[src/hdl/single_qubit_gate_state_vector_core_defines.svh]
// ----------------------------------------------------------------------------
// Assertion macros for the single-qubit gate state vector core
// Shared helpers that wrap concurrent assertions on the core clock and reset.
// ----------------------------------------------------------------------------
`ifndef SINGLE_QUBIT_GATE_STATE_VECTOR_CORE_DEFINES_SVH
`define SINGLE_QUBIT_GATE_STATE_VECTOR_CORE_DEFINES_SVH

// Same-cycle implication, checked on aclk and disabled while aresetn is low.
`define SQG_ASSERT_IMP(label, ante, cons, msg) \
    label: assert property (@(posedge aclk) disable iff (!aresetn) (ante) |-> (cons)) \
        else $error(msg);

// Next-cycle implication, checked on aclk and disabled while aresetn is low.
`define SQG_ASSERT_NXT(label, ante, cons, msg) \
    label: assert property (@(posedge aclk) disable iff (!aresetn) (ante) |=> (cons)) \
        else $error(msg);

`endif

[src/hdl/sqg_pkg.sv]
// ----------------------------------------------------------------------------
// sqg_pkg
// Types, register codes and defaults shared by the state vector gate core.
// ----------------------------------------------------------------------------
package sqg_pkg;

    localparam int MAX_QUBITS_DEF = 10;
    localparam int AMP_BITS_DEF   = 16;
    localparam int COEF_FRAC      = 15;
    localparam int FIELD_W        = 16;
    localparam int WIDE_W         = 32;
    localparam int INDEX_W        = 10;
    localparam int CFG_IDX_W      = 3;

    // Configuration register indexes.
    localparam logic [CFG_IDX_W-1:0] CFG_QUBIT_COUNT = 3'd0;
    localparam logic [CFG_IDX_W-1:0] CFG_TARGET_BIT  = 3'd1;
    localparam logic [CFG_IDX_W-1:0] CFG_COEF_R0C0   = 3'd2;
    localparam logic [CFG_IDX_W-1:0] CFG_COEF_R0C1   = 3'd3;
    localparam logic [CFG_IDX_W-1:0] CFG_COEF_R1C0   = 3'd4;
    localparam logic [CFG_IDX_W-1:0] CFG_COEF_R1C1   = 3'd5;

    // Operation codes.
    localparam logic OP_WRITE = 1'b0;
    localparam logic OP_READ  = 1'b1;

    // Reset values: a Hadamard-like gate with 1/sqrt(2) in Q1.15.
    localparam logic [3:0]          QUBIT_COUNT_RST = 4'd10;
    localparam logic [3:0]          TARGET_BIT_RST  = 4'd0;
    localparam logic signed [15:0]  INV_SQRT2       = 16'sd23170;

    typedef struct packed {
        logic               operation;
        logic [INDEX_W-1:0] index;
        logic signed [15:0] amp_real;
        logic signed [15:0] amp_imag;
    } sqg_in_t;

    typedef struct packed {
        logic signed [15:0] out_real;
        logic signed [15:0] out_imag;
        logic               out_of_range;
    } sqg_out_t;

    typedef struct packed {
        logic [3:0]         qubit_count;
        logic [3:0]         target_bit;
        logic signed [15:0] coef_r0c0;
        logic signed [15:0] coef_r0c1;
        logic signed [15:0] coef_r1c0;
        logic signed [15:0] coef_r1c1;
    } sqg_cfg_t;

    typedef struct packed {
        logic load_p0;
        logic load_p1;
        logic row;
        logic oor;
    } sqg_dp_ctrl_t;

endpackage

[src/hdl/sqg_datapath.sv]
// ----------------------------------------------------------------------------
// sqg_datapath
// Shared complex-by-real multiplier, product registers, rounding and clamp.
// ----------------------------------------------------------------------------
module sqg_datapath #(
    parameter int AMP_BITS = sqg_pkg::AMP_BITS_DEF
) (
    input  logic                    aclk,
    input  sqg_pkg::sqg_dp_ctrl_t   ctrl,
    input  sqg_pkg::sqg_cfg_t       cfg,
    input  logic [2*AMP_BITS-1:0]   rdata,
    output sqg_pkg::sqg_out_t       result
);
    import sqg_pkg::*;

    localparam int PROD_W = AMP_BITS + 16;
    localparam int SUM_W  = PROD_W + 1;
    localparam logic signed [SUM_W-1:0] ROUND_HALF = SUM_W'(1 << (COEF_FRAC - 1));
    localparam logic signed [SUM_W-1:0] SAT_HI =
        {{(SUM_W-AMP_BITS+1){1'b0}}, {(AMP_BITS-1){1'b1}}};
    localparam logic signed [SUM_W-1:0] SAT_LO =
        {{(SUM_W-AMP_BITS+1){1'b1}}, {(AMP_BITS-1){1'b0}}};

    logic signed [AMP_BITS-1:0] a_re;
    logic signed [AMP_BITS-1:0] a_im;
    logic signed [15:0]         coef_sel;
    logic signed [PROD_W-1:0]   prod_re;
    logic signed [PROD_W-1:0]   prod_im;
    logic signed [PROD_W-1:0]   p0_re_reg, p0_im_reg, p1_re_reg, p1_im_reg;
    logic signed [SUM_W-1:0]    sum_re, sum_im;
    logic signed [SUM_W-1:0]    q_re, q_im;
    logic signed [SUM_W-1:0]    c_re, c_im;

    assign a_re = $signed(rdata[AMP_BITS-1:0]);
    assign a_im = $signed(rdata[2*AMP_BITS-1:AMP_BITS]);

    // The first amplitude takes column 0 of the row, the second column 1.
    always_comb begin
        if (ctrl.row) begin
            coef_sel = ctrl.load_p1 ? cfg.coef_r1c1 : cfg.coef_r1c0;
        end else begin
            coef_sel = ctrl.load_p1 ? cfg.coef_r0c1 : cfg.coef_r0c0;
        end
    end

    assign prod_re = coef_sel * a_re;
    assign prod_im = coef_sel * a_im;

    always_ff @(posedge aclk) begin
        if (ctrl.load_p0) begin
            p0_re_reg <= prod_re;
            p0_im_reg <= prod_im;
        end
        if (ctrl.load_p1) begin
            p1_re_reg <= prod_re;
            p1_im_reg <= prod_im;
        end
    end

    assign sum_re = SUM_W'(p0_re_reg) + SUM_W'(p1_re_reg);
    assign sum_im = SUM_W'(p0_im_reg) + SUM_W'(p1_im_reg);

    // Round half up, then an arithmetic shift floors the scaled value.
    assign q_re = (sum_re + ROUND_HALF) >>> COEF_FRAC;
    assign q_im = (sum_im + ROUND_HALF) >>> COEF_FRAC;

    always_comb begin
        priority if (q_re > SAT_HI) c_re = SAT_HI;
        else if (q_re < SAT_LO)     c_re = SAT_LO;
        else                        c_re = q_re;
        priority if (q_im > SAT_HI) c_im = SAT_HI;
        else if (q_im < SAT_LO)     c_im = SAT_LO;
        else                        c_im = q_im;
    end

    always_comb begin
        if (ctrl.oor) begin
            result.out_real     = '0;
            result.out_imag     = '0;
            result.out_of_range = 1'b1;
        end else begin
            result.out_real     = 16'(c_re);
            result.out_imag     = 16'(c_im);
            result.out_of_range = 1'b0;
        end
    end

endmodule

[config.mk]
export PLATFORM = sky130hd
export DESIGN_NAME = sqg_datapath
export DESIGN_NICKNAME = d
export VERILOG_FILES = /design/src/hdl/single_qubit_gate_state_vector_core_defines.svh /design/src/hdl/sqg_pkg.sv /design/src/hdl/sqg_datapath.sv
export SDC_FILE = /design/constraint.sdc
export NUM_CORES = 2
export LEC_CHECK = 0
export BUFFER_PORTS_ARGS = -buffer_cell sky130_fd_sc_hd__clkbuf_2
export CORE_MARGIN = 4
export CORE_UTILIZATION = 60
export DETAILED_ROUTE_END_ITERATION = 12
export PLACE_DENSITY = 0.83
export SYNTH_ARGS = -nofsm -noshare
export SYNTH_HDL_FRONTEND = slang
export SYNTH_SLANG_ARGS = --single-unit
[constraint.sdc]
create_clock -name aclk -period 17.68 [get_ports aclk]
set_clock_uncertainty 0.15 [all_clocks]
set_input_delay 1.768 -clock aclk [delete_from_list [all_inputs] [get_ports aclk]]
set_output_delay 1.768 -clock aclk [all_outputs]
set_load 0.05 [all_outputs]
==> reports/results.ini <==
[setup_path]
crit_path_start = ctrl[2]
worstPathArrival_ns = 10.03
cp_slowest_cell = mux4_2
cp-start-kind = input pin
path_common_cell = fa_1
worstPathRequired_ns = 17.72
critPathKind = in2reg
family_with_the_most_delay_on_the_worst_path = adder cells
worst-path-buf-inv = 6
critical_path_peak_fanout = 42
cpPeakStageDelay_ns = 0.95
critical_path_cell_by_cell = buf_4 -> buf_4 -> mux4_2 -> and2_1 -> fa_1 -> inv_1 -> fa_1 -> fa_1 -> inv_1 -> fa_1 -> fa_1 -> inv_1 -> fa_1 -> inv_1 -> ha_1 -> or3_1 -> nor4_1 -> o31a_1 -> a21oi_2 -> and3_1 -> o211ai_1 -> o21ai_1 -> a221oi_1
worst_setup_path_end_kind = flip-flop

[clock_tree]
clock_tree.htree_level_count = 4
clock_tree.buffer_depth = 2
cts-resized-gates = 0
cts_post_setup_buffers_inserted = 0
clkTransAtPathRegs_ns = 0.06
cts_tree = done
cts_root_buf = clkbuf_16
cts_hold_repair.buffers = 0
cts_made_buffers = 17
clkSinkCount = 128

[synth]
synth.yosys.warnings = 0
postSynth.asyncResetShare_pct = 0
synthDistinctLibCells = 74
synth.net_count = 3685
yosysSeqAreaShare_pct = 14.0
post_synth_inst_count = 2766
synth-edff-count = 128
syn_area_per_cell_sq_um = 9.93
synthesis.area_sq_um = 27500
synth_ff_type = edfxtp_1
number_of_synthesized_register_bits = 128

[timing]
slew_headroom_pct = 34.6
final_period_minus_worst_setup_slack_ns = 9.99
finalSetupViolCount = 0
maxClockFrequency_mhz = 100
hold_viol_final = 0
min_period_over_period_pct = 56.5
tightest_slew_ns = 0.981
summed_negative_setup_slack_over_all_endpoints_ns = 0
pins_over_slew_limit = 0
setup_repair_after_global_routing_missed_its_margin = false

[routing]
drtPass1Iterations = 6
ant_nets = 0
drc = 0
route.detailed.wl_per_inst_microns = 16.9
drtIter0Drc = 1296
route.final.wire_length_microns = 58200
vias_per_cell = 5.69
detailroute.via_count = 19600

[hold_path]
worstHoldPathType = in2reg
min-delay-start = ctrl[2]

[final_layout]
final_nets = 3745
layout.cells.most_common_list = inv_1, fa_1, nand2_1, ha_1, and2_1
mostFrequentLayoutCell = inv_1
final_layout_size_suffix_gt1_share_pct = 7.33
area_growth_pct = 6.07

[global_route]
grt_pass1_wl_microns = 101000
antenna_found_initial = 1
grt_use_total_pct = 24.5
grt_max_degree = 65
first_global_vias = 21900
globalRouteOverflowTotal = 0

[floorplan]
fp.dieArea_sq_um = 49300
placementRows = 78
die-height_microns = 222
top_level_ports = 142
die_w_microns = 222
core_area_sq_um = 45300
initial_utilization_pct = 60.6

[job]
max_cap_violations = 0

[place]
io_buffers = 133
hpwlAfterDp_microns = 46100
finalWeightedCongestion = 0.911

[run_status]
run_status = completed

## cell type report
cell class                      instances  area (sq um)
Antenna cell                            1          2.50
Timing Repair Buffer                  135           683
Multi-Input combinational cell       1949         21000
Sequential cell                       128          3840
Fill cell                            3517         16200
Inverter                              595          2230
Tap cell                              600           751
Clock buffer                           18           429
Clock inverter                         13           188
## cells in the mapped netlist (all sizes together) (3+ instances only)
cell	count	share of area, %
a211o	3	0.096
a211oi	7	0.21
a21o	67	1.8
a21oi	93	1.8
a221oi	3	0.096
a22oi	3	0.082
a31o	4	0.13
a31oi	8	0.23
a41oi	3	0.096
and2	241	5.5
and3	9	0.22
buf	7	0.21
clkbuf	87	1.2
edfxtp	128	14
fa	524	38
ha	286	13
inv	595	8.1
mux4	16	1.3
nand2	292	4.0
nand2b	19	0.43
nand3	14	0.26
nand4	15	0.34
nor2	73	1.0
nor2b	18	0.41
nor3	21	0.38
nor4	3	0.068
o211ai	7	0.19
o21a	11	0.30
o21ai	49	0.91
o21bai	8	0.22
o221ai	3	0.16
o31ai	6	0.21
or2	3	0.068
or3	6	0.17
xnor2	76	2.5
xor2	29	0.95
## through the flow
stage               area [sq um]  cells  hold slack [ns]  setup slack (ns)  utilization [%]
global placement           28500   3407             2.15              7.68             63.0
floorplan                  27500   2766             1.73              8.64                -
CTS                        29100   3438             1.72              7.81             64.3
detailed placement         28500   3407             2.18              7.38             63.0
finish                     29100   3439             1.71              7.69             64.3
global route               29100   3439             1.73              7.33             64.3
## cells by family (layout without fill, tap and decap cells)
| logic type | after synthesis | after routing | share of synthesized area (%) |
|---|---|---|---|
| XOR/XNOR | 105 | 105 | 3.43 |
| buffers and inverters | 689 | 761 | 9.54 |
| adder cells (fa/ha/maj) | 810 | 810 | 51.2 |
| AO/OA/AOI/OAI | 298 | 298 | 7.45 |
| multiplexers | 16 | 16 | 1.31 |
| AND/OR/NAND/NOR | 720 | 720 | 13.0 |
| flip-flops | 128 | 128 | 14.0 |
| other | 0 | 1 | 0 |
## final timing paths
kind | to | slack (ns) | depth (start not counted)
setup / recovery | p0_re_reg[29]$_DFFE_PP_ | 7.69 | 23
hold / removal | p1_im_reg[4]$_DFFE_PP_ | 1.71 | 1
## metal layers
metal	GRT usage [%]	wire length [microns]	vias up
met2	42.4	29400	697
met3	4.18	3920	111
met5	0	0	-
met1	31.9	23300	10000
met4	7.78	1620	0
li1	-	-	8742
Power is not shown: default switching activity piles up to over one toggle a cycle in this logic, so the estimate is an artifact.
