### config.mk
export PLATFORM = sky130hd
export DESIGN_NAME = sqg_cfg_regs
export DESIGN_NICKNAME = d
export VERILOG_FILES = /design/src/hdl/single_qubit_gate_state_vector_core_defines.svh /design/src/hdl/sqg_pkg.sv /design/src/hdl/sqg_cfg_regs.sv
export SDC_FILE = /design/constraint.sdc
export NUM_CORES = 1
export LEC_CHECK = 0
export BUFFER_PORTS_ARGS = -buffer_cell sky130_fd_sc_hd__buf_2
export CORE_MARGIN = 2
export CORE_UTILIZATION = 50
export CTS_CLUSTER_DIAMETER = 150
export DETAILED_ROUTE_END_ITERATION = 6
export GPL_TIMING_DRIVEN = 0
export PLACE_DENSITY = 0.79
export REMOVE_ABC_BUFFERS = 1
export SYNTH_ARGS = -nofsm -noshare
export SYNTH_HDL_FRONTEND = slang
export SYNTH_SLANG_ARGS = --single-unit
### constraint.sdc
create_clock -name aclk -period 1.1 [get_ports aclk]
set_input_delay 0 -clock aclk [delete_from_list [all_inputs] [get_ports aclk]]
set_output_delay 0 -clock aclk [all_outputs]
set_load 0.03 [all_outputs]
### src/hdl/single_qubit_gate_state_vector_core_defines.svh
// ----------------------------------------------------------------------------
// Assertion macros for the single-qubit gate state vector core
// Shared helpers that wrap concurrent assertions on the core clock and reset.
// ----------------------------------------------------------------------------
`ifndef SINGLE_QUBIT_GATE_STATE_VECTOR_CORE_DEFINES_SVH
`define SINGLE_QUBIT_GATE_STATE_VECTOR_CORE_DEFINES_SVH

// Same-cycle implication, checked on aclk and disabled while aresetn is low.
`define SQG_ASSERT_IMP(label, ante, cons, msg) \
    label: assert property (@(posedge aclk) disable iff (!aresetn) (ante) |-> (cons)) \
        else $error(msg);

// Next-cycle implication, checked on aclk and disabled while aresetn is low.
`define SQG_ASSERT_NXT(label, ante, cons, msg) \
    label: assert property (@(posedge aclk) disable iff (!aresetn) (ante) |=> (cons)) \
        else $error(msg);

`endif

### src/hdl/sqg_pkg.sv
// ----------------------------------------------------------------------------
// sqg_pkg
// Types, register codes and defaults shared by the state vector gate core.
// ----------------------------------------------------------------------------
package sqg_pkg;

    localparam int MAX_QUBITS_DEF = 10;
    localparam int AMP_BITS_DEF   = 16;
    localparam int COEF_FRAC      = 15;
    localparam int FIELD_W        = 16;
    localparam int WIDE_W         = 32;
    localparam int INDEX_W        = 10;
    localparam int CFG_IDX_W      = 3;

    // Configuration register indexes.
    localparam logic [CFG_IDX_W-1:0] CFG_QUBIT_COUNT = 3'd0;
    localparam logic [CFG_IDX_W-1:0] CFG_TARGET_BIT  = 3'd1;
    localparam logic [CFG_IDX_W-1:0] CFG_COEF_R0C0   = 3'd2;
    localparam logic [CFG_IDX_W-1:0] CFG_COEF_R0C1   = 3'd3;
    localparam logic [CFG_IDX_W-1:0] CFG_COEF_R1C0   = 3'd4;
    localparam logic [CFG_IDX_W-1:0] CFG_COEF_R1C1   = 3'd5;

    // Operation codes.
    localparam logic OP_WRITE = 1'b0;
    localparam logic OP_READ  = 1'b1;

    // Reset values: a Hadamard-like gate with 1/sqrt(2) in Q1.15.
    localparam logic [3:0]          QUBIT_COUNT_RST = 4'd10;
    localparam logic [3:0]          TARGET_BIT_RST  = 4'd0;
    localparam logic signed [15:0]  INV_SQRT2       = 16'sd23170;

    typedef struct packed {
        logic               operation;
        logic [INDEX_W-1:0] index;
        logic signed [15:0] amp_real;
        logic signed [15:0] amp_imag;
    } sqg_in_t;

    typedef struct packed {
        logic signed [15:0] out_real;
        logic signed [15:0] out_imag;
        logic               out_of_range;
    } sqg_out_t;

    typedef struct packed {
        logic [3:0]         qubit_count;
        logic [3:0]         target_bit;
        logic signed [15:0] coef_r0c0;
        logic signed [15:0] coef_r0c1;
        logic signed [15:0] coef_r1c0;
        logic signed [15:0] coef_r1c1;
    } sqg_cfg_t;

    typedef struct packed {
        logic load_p0;
        logic load_p1;
        logic row;
        logic oor;
    } sqg_dp_ctrl_t;

endpackage

### src/hdl/sqg_cfg_regs.sv
// ----------------------------------------------------------------------------
// sqg_cfg_regs
// Configuration register file: qubit count, target bit and gate matrix.
// ----------------------------------------------------------------------------
module sqg_cfg_regs (
    input  logic                            aclk,
    input  logic                            aresetn,
    input  logic                            cfg_valid,
    output logic                            cfg_ready,
    input  logic [sqg_pkg::CFG_IDX_W-1:0]   cfg_index,
    input  logic [15:0]                     cfg_data,
    output sqg_pkg::sqg_cfg_t               cfg
);
    import sqg_pkg::*;

    sqg_cfg_t cfg_reg;
    sqg_cfg_t cfg_next;

    // Writes are always taken; unknown indexes leave every register alone.
    assign cfg_ready = 1'b1;

    always_comb begin
        cfg_next = cfg_reg;
        if (cfg_valid) begin
            unique case (cfg_index)
                CFG_QUBIT_COUNT: cfg_next.qubit_count = cfg_data[3:0];
                CFG_TARGET_BIT:  cfg_next.target_bit  = cfg_data[3:0];
                CFG_COEF_R0C0:   cfg_next.coef_r0c0   = $signed(cfg_data);
                CFG_COEF_R0C1:   cfg_next.coef_r0c1   = $signed(cfg_data);
                CFG_COEF_R1C0:   cfg_next.coef_r1c0   = $signed(cfg_data);
                CFG_COEF_R1C1:   cfg_next.coef_r1c1   = $signed(cfg_data);
                default:         cfg_next = cfg_reg;
            endcase
        end
    end

    always_ff @(posedge aclk) begin
        if (!aresetn) begin
            cfg_reg.qubit_count <= QUBIT_COUNT_RST;
            cfg_reg.target_bit  <= TARGET_BIT_RST;
            cfg_reg.coef_r0c0   <= INV_SQRT2;
            cfg_reg.coef_r0c1   <= INV_SQRT2;
            cfg_reg.coef_r1c0   <= -INV_SQRT2;
            cfg_reg.coef_r1c1   <= INV_SQRT2;
        end else begin
            cfg_reg <= cfg_next;
        end
    end

    assign cfg = cfg_reg;

endmodule

==> impl_metrics.tcl, run 1 <==
set metrics [dict create \
    grt_use_met1_pct 24.7 \
    pre_cts_ws_ns -0.787 \
    p_total_uw 4980 \
    post_drt_wl_per_cell_um 13.2 \
    gp_congestion 0.751 \
    nFillCells 477 \
    cts_root_buffer "clkbuf_8" \
    ff2ff_path_depth 2 \
    worst_pin_slew_ns 0.851 \
    grt_max_degree 104 \
    clock_path_buffers 2 \
    r2r_slack_ns 0.44 \
    rows 27 \
    cts-buffers-inserted 9 \
    crit_path_end_kind "flop" \
    synth_top_area_cell "dfxtp_1" \
    h-tree-depth 3 \
    grt_pass1_wl_um 9360 \
    finalSetupViolCount 0 \
    worst-endpoint-arrival_ns 1.25 \
    hold_depth 3 \
    drive_gt1_share_pct 28.9 \
    multi_input_area_mm2 0.00131 \
    yosysWarningCount 0 \
    cp_slowest_cell "nand4b_1" \
    placed_cell_area_mm2 0.00331 \
    min_from "cfg_data[0]" \
    instances_no_fill 452 \
    io_buffers 93 \
    crit_family "simple AND/OR/NAND/NOR gates" \
    crit_path_max_incr_delay_ns 0.75 \
    postRouteAntennaNets 0 \
    slew-limit-headroom_pct 43.0 \
    synth_ff_type "dfxtp_1" \
    fin_crit_sh_pct 92.3 \
    fin_area_mm2 0.00365 \
    syn_inst 278 \
    drt_drc_violations_left 0 \
    post-route-min-period_ns 1.02 \
    finalClockSkew_ns 0 \
    hold_viol 0 \
    cts.sinks 72 \
    drtIter0Drc 97 \
    grt.met2_usage_pct 29.6 \
    yosys.area.top_type_share_pct 50.4 \
    maxCapViolCount 0 \
    fin_util_pct 66.2 \
    num_vias 2162 \
    seq_area_mm2 0.00144 \
    layout_setup_ws_ns 0.0849 \
    grt-ovfl-total 0 \
    io_pins 95 \
    critical_path_required_ns 1.34 \
    path_cells "buf_2, nand4b_1, mux2i_1" \
    final_nets 400 \
    start_kind "input pin" \
    grt_pass1_vias 2017 \
    async_reset_ff_share_pct 0 \
    start_util_pct 51.9 \
    die_area_mm2 0.00634 \
    cts_tree "yes" \
    ys_seq_elements 72 \
    grt.total_usage_pct 19.4 \
    timing_worst_setup_path_type "in2reg" \
    yosysUniqueCellTypes 15 \
    rsz0062_at_grt "false" \
    die_x_um 79.6 \
    wl_um 5970 \
    viasPerCell 4.78 \
    synth_area_leaders "dfxtp_1 50%, mux2i_1 25%, nor2b_1 9.8%, nand2_1 7.6%, buf_2 1.6%" \
    clk-insertion-delay-late_ns 0.33 \
    min_to "cfg[68]$_SDFFE_PN0P_" \
    r2r-start "cfg[24]$_SDFFE_PN1P_" \
    synthToLayoutAreaGrowth_pct 27.5 \
    dr.pass1.iters 4 \
    outcome "finished clean" \
    power.density_mw_per_mm2 1360 \
    synth-seq-area-share_pct 50.4 \
    fmaxAchievable_ghz 0.985 \
    avgSynthCellArea_um2 10.3 \
    largest_reg_flops 72 \
    p_leak_uw 0.00171 \
    met3_usage_pct 4.86 \
    critPathBufInv 1 \
    r2r-end "cfg[24]$_SDFFE_PN1P_" \
    synth_commonest_cells "72 x dfxtp_1, 72 x mux2i_1, 58 x nand2_1, 45 x nor2b_1, 10 x clkbuf_1" \
    maxSlewViolCount 0 \
    syn_area_mm2 0.00286 \
    hpwl_um 3860 \
    dp.cells 421 \
    top_usage_layer "met2" \
    ir_drop_uv 768 \
    synth_edf_count 0 \
    die_height_um 79.6 \
    diodes 0 \
    clk_pin_slew_ns 0.07 \
    antenna_found_initial 0 \
    hold_path_class "in2reg" \
    fp.coreArea_mm2 0.00551 \
    crit_fanout 10 \
]
## stage by stage
| stage | hold WS, ns | setup TNS (ns) |
|---|---|---|
| floorplan | 0.142 | -1.08 |
| global placement | 0.262 | -39.11 |
| detailed placement | 0.269 | -41.37 |
| CTS | 0.0598 | 0 |
| global route | 0.123 | 0 |
| finish | 0.0556 | 0 |
## cells by family after synthesis
| kind of cell | after synthesis | share of synthesized area (%) |
|---|---|---|
| and+or+nand+nor | 111 | 20.5 |
| other | 1 | 0.131 |
| muxes | 72 | 25.2 |
| buffers and inverters | 22 | 3.81 |
| DFF | 72 | 50.4 |
## power by group
part           internal [µW]  leakage [µW]  switching, µW  total (µW)
clock                    902     0.0000842            863        1760
combinational            204       0.00104            314         518
sequential              2660      0.000584           27.2        2690
## timing repair
item,4_1_cts,5_1_grt
endpoints found under the setup margin,72,3
gates resized for setup,2,1
setup buffers,3,0
hold buffers,15,0
endpoints found under the hold margin,53,0
## worst min-delay path: stages
cell and delay, ns:
buf_2 0.07, nand2_1 0.13, mux2i_1 0.15
## metal layers
metal	wire (µm)	vias to the layer above
met1	2790	976
met3	325	11
met2	2740	62
met4	121	0
met5	0	-
li1	-	1113
## cell usage in the layout, fill, tap and decap left out, types with 2 or more instances in the layout
cell type / n
mux2i_1: 72
nand4b_1: 2
and4bb_2: 2
nor2b_1: 45
dlygate4sd3_1: 15
nand2_1: 58
buf_2: 92
clkbuf_8: 11
dfxtp_1: 72
buf_4: 3
## area by class of cell
type | instances | share of cell area (%)
Clock buffer | 12 | 4.26
Clock inverter | 1 | 0.137
Multi-Input combinational cell | 184 | 35.9
Sequential cell | 72 | 39.5
Tap cell | 72 | 2.47
Timing Repair Buffer | 111 | 17.7
## worst max-delay path by stage
stage / start / end / slack, ns / cells past startpoint
6_report: cfg_index[2] / cfg[36]$_SDFFE_PN0P_ / 0.08 / 3
5_1_grt: cfg_index[2] / cfg[47]$_SDFFE_PN0P_ / 0.01 / 3
4_1_cts: cfg_index[2] / cfg[36]$_SDFFE_PN0P_ / 0.08 / 3
3_5_place_dp: aresetn / cfg[64]$_SDFFE_PN0P_ / -0.79 / 3
3_3_place_gp: aresetn / cfg[0]$_SDFFE_PN0P_ / -0.70 / 3
2_1_floorplan: cfg_index[1] / cfg[0]$_SDFFE_PN0P_ / -0.07 / 2
Power figures use the tool's default switching activity.
==> run 2: changes to the inputs <==
Settings changed: CORE_UTILIZATION 50 to 45, PLACE_DENSITY 0.79 to 0.75.
Clock period 1.1 ns to 0.9 ns, I/O delays scaled along.
==> run 2 against run 1 <==
  * Core utilization is 3.8 points lower
  * Die area is 11% higher
  * Worst hold slack worse by 0.0060 ns
  * Non-clock buffer count is 2 higher
  * Wire length is 6.6% higher
  * Combinational power is 30% higher
  * Clock skew stayed put
  * First-iteration DRC count is 58% lower
  * Register-to-register slack worse by 0.20 ns
  * Critical path depth is 2 lower
  * Flip-flop and latch count stayed put
  * Via count is 2.9% higher
  * Critical endpoint is now cfg[30]
  * Largest cell class unchanged
  * Highest routed layer unchanged
==> impl_metrics.tcl, run 2 (synthesized netlist as in run 1, its figures left out) <==
set metrics [dict create \
    num_vias 2225 \
    rows 29 \
    grt_pass1_vias 2125 \
    io_pins 95 \
    maxCapViolCount 0 \
    post_drt_wl_per_cell_um 13.8 \
    grt.total_usage_pct 17.8 \
    die_height_um 83.7 \
    layout_setup_ws_ns 0.00660 \
    p_leak_uw 0.00179 \
    start_kind "flop" \
    postRouteAntennaNets 0 \
    largest_reg_flops 72 \
    critical_path_required_ns 0.90 \
    antenna_found_initial 0 \
    start_util_pct 45.8 \
    grt-ovfl-total 0 \
    power.density_mw_per_mm2 1730 \
    hold_path_class "in2reg" \
    fp.coreArea_mm2 0.00624 \
    finalClockSkew_ns 0 \
    fin_crit_sh_pct 99.3 \
    clk-insertion-delay-late_ns 0.34 \
    maxSlewViolCount 0 \
    crit_family "flip-flops" \
    cts_root_buffer "clkbuf_8" \
    r2r_slack_ns 0.24 \
    hpwl_um 3850 \
    crit_path_max_incr_delay_ns 0.35 \
    fmaxAchievable_ghz 1.12 \
    worst_pin_slew_ns 0.609 \
    cts-buffers-inserted 9 \
    finalSetupViolCount 0 \
    h-tree-depth 3 \
    hold_viol 0 \
    drtIter0Drc 41 \
    die_area_mm2 0.00701 \
    seq_area_mm2 0.00144 \
    diodes 0 \
    synthToLayoutAreaGrowth_pct 36.1 \
    path_cells "buf_2" \
    viasPerCell 4.83 \
    nFillCells 527 \
    io_buffers 93 \
    timing_worst_setup_path_type "reg2out" \
    clock_path_buffers 2 \
    cp_slowest_cell "dfxtp_1" \
    critPathBufInv 1 \
    wl_um 6360 \
    outcome "finished clean" \
    crit_fanout 2 \
    dr.pass1.iters 5 \
    ir_drop_uv 1370 \
    gp_congestion 0.690 \
    multi_input_area_mm2 0.00132 \
    clk_pin_slew_ns 0.07 \
    pre_cts_ws_ns -0.946 \
    setup_tns_ns 0 \
    post-route-min-period_ns 0.893 \
    die_x_um 83.7 \
    layout_common_cells "72 x mux2i_1, 72 x dfxtp_1, 58 x nand2_1, 51 x buf_4, 44 x nor2b_1" \
    cts_tree "yes" \
    final_nets 402 \
    grt_pass1_wl_um 9980 \
    crit_path_end_kind "output pin" \
    drive_gt1_share_pct 30.5 \
    grt_max_degree 104 \
    worst-endpoint-arrival_ns 0.89 \
    cts.sinks 72 \
    slew-limit-headroom_pct 59.4 \
    drt_drc_violations_left 0 \
]
[run 2: worst min-delay path, delay by kind of cell]
kind                   cells  cell delay, ns
muxes                      1            0.15
and+or+nand+nor            1            0.13
buffers and inverters      1            0.07
[run 2: worst paths after layout]
path | startpoint | endpoint | cells past startpoint
setup / recovery | cfg[30]$_SDFFE_PN0P_ | cfg[30] | 1
hold / removal | cfg_data[0] | cfg[32]$_SDFFE_PN0P_ | 3
setup reg to reg | cfg[30]$_SDFFE_PN0P_ | cfg[30]$_SDFFE_PN0P_ | 2
hold reg to reg | cfg[63]$_SDFFE_PN0P_ | cfg[63]$_SDFFE_PN0P_ | 2
[run 2: per-layer routing]
layer,GRT usage [%],wire length (µm)
met3,6.63,416
met4,5.87,95
met5,0,0
met1,22.1,2810
met2,28.6,3040
[run 2: metrics by stage]
stage | utilization (%) | cells | instance area [µm²] | power, µW | hold WS (ns)
after global placement | 53.1 | 426 | 3310 | 3930 | 0.260
final | 62.4 | 461 | 3890 | 6750 | 0.0495
after floorplan | - | 256 | 2750 | 3710 | 0.142
after global routing | 62.4 | 461 | 3890 | 6990 | 0.0766
after detailed placement | 53.1 | 426 | 3310 | 3950 | 0.268
after CTS | 60.0 | 461 | 3740 | 6790 | 0.0347
[run 2: power by group]
part	total [µW]	switching, µW	internal, µW
Clock	2780	1160	1620
Sequential	3290	39.0	3260
Combinational	674	389	286
[run 2: final cells by class]
cell class,instances,area share (%)
clock buffer,10,3.54
clock inverter,5,2.09
multi-input combinational,184,33.8
sequential,72,37.0
tap,77,2.48
timing repair buffer,113,21.1
[run 2: what timing repair did]
item	CTS	global route
gates cloned	0	0
endpoints found under the hold margin	56	0
endpoints found under the setup margin	78	61
resized for setup	10	102
hold buffers	15	0
pin swaps	0	0
setup buffers	5	0
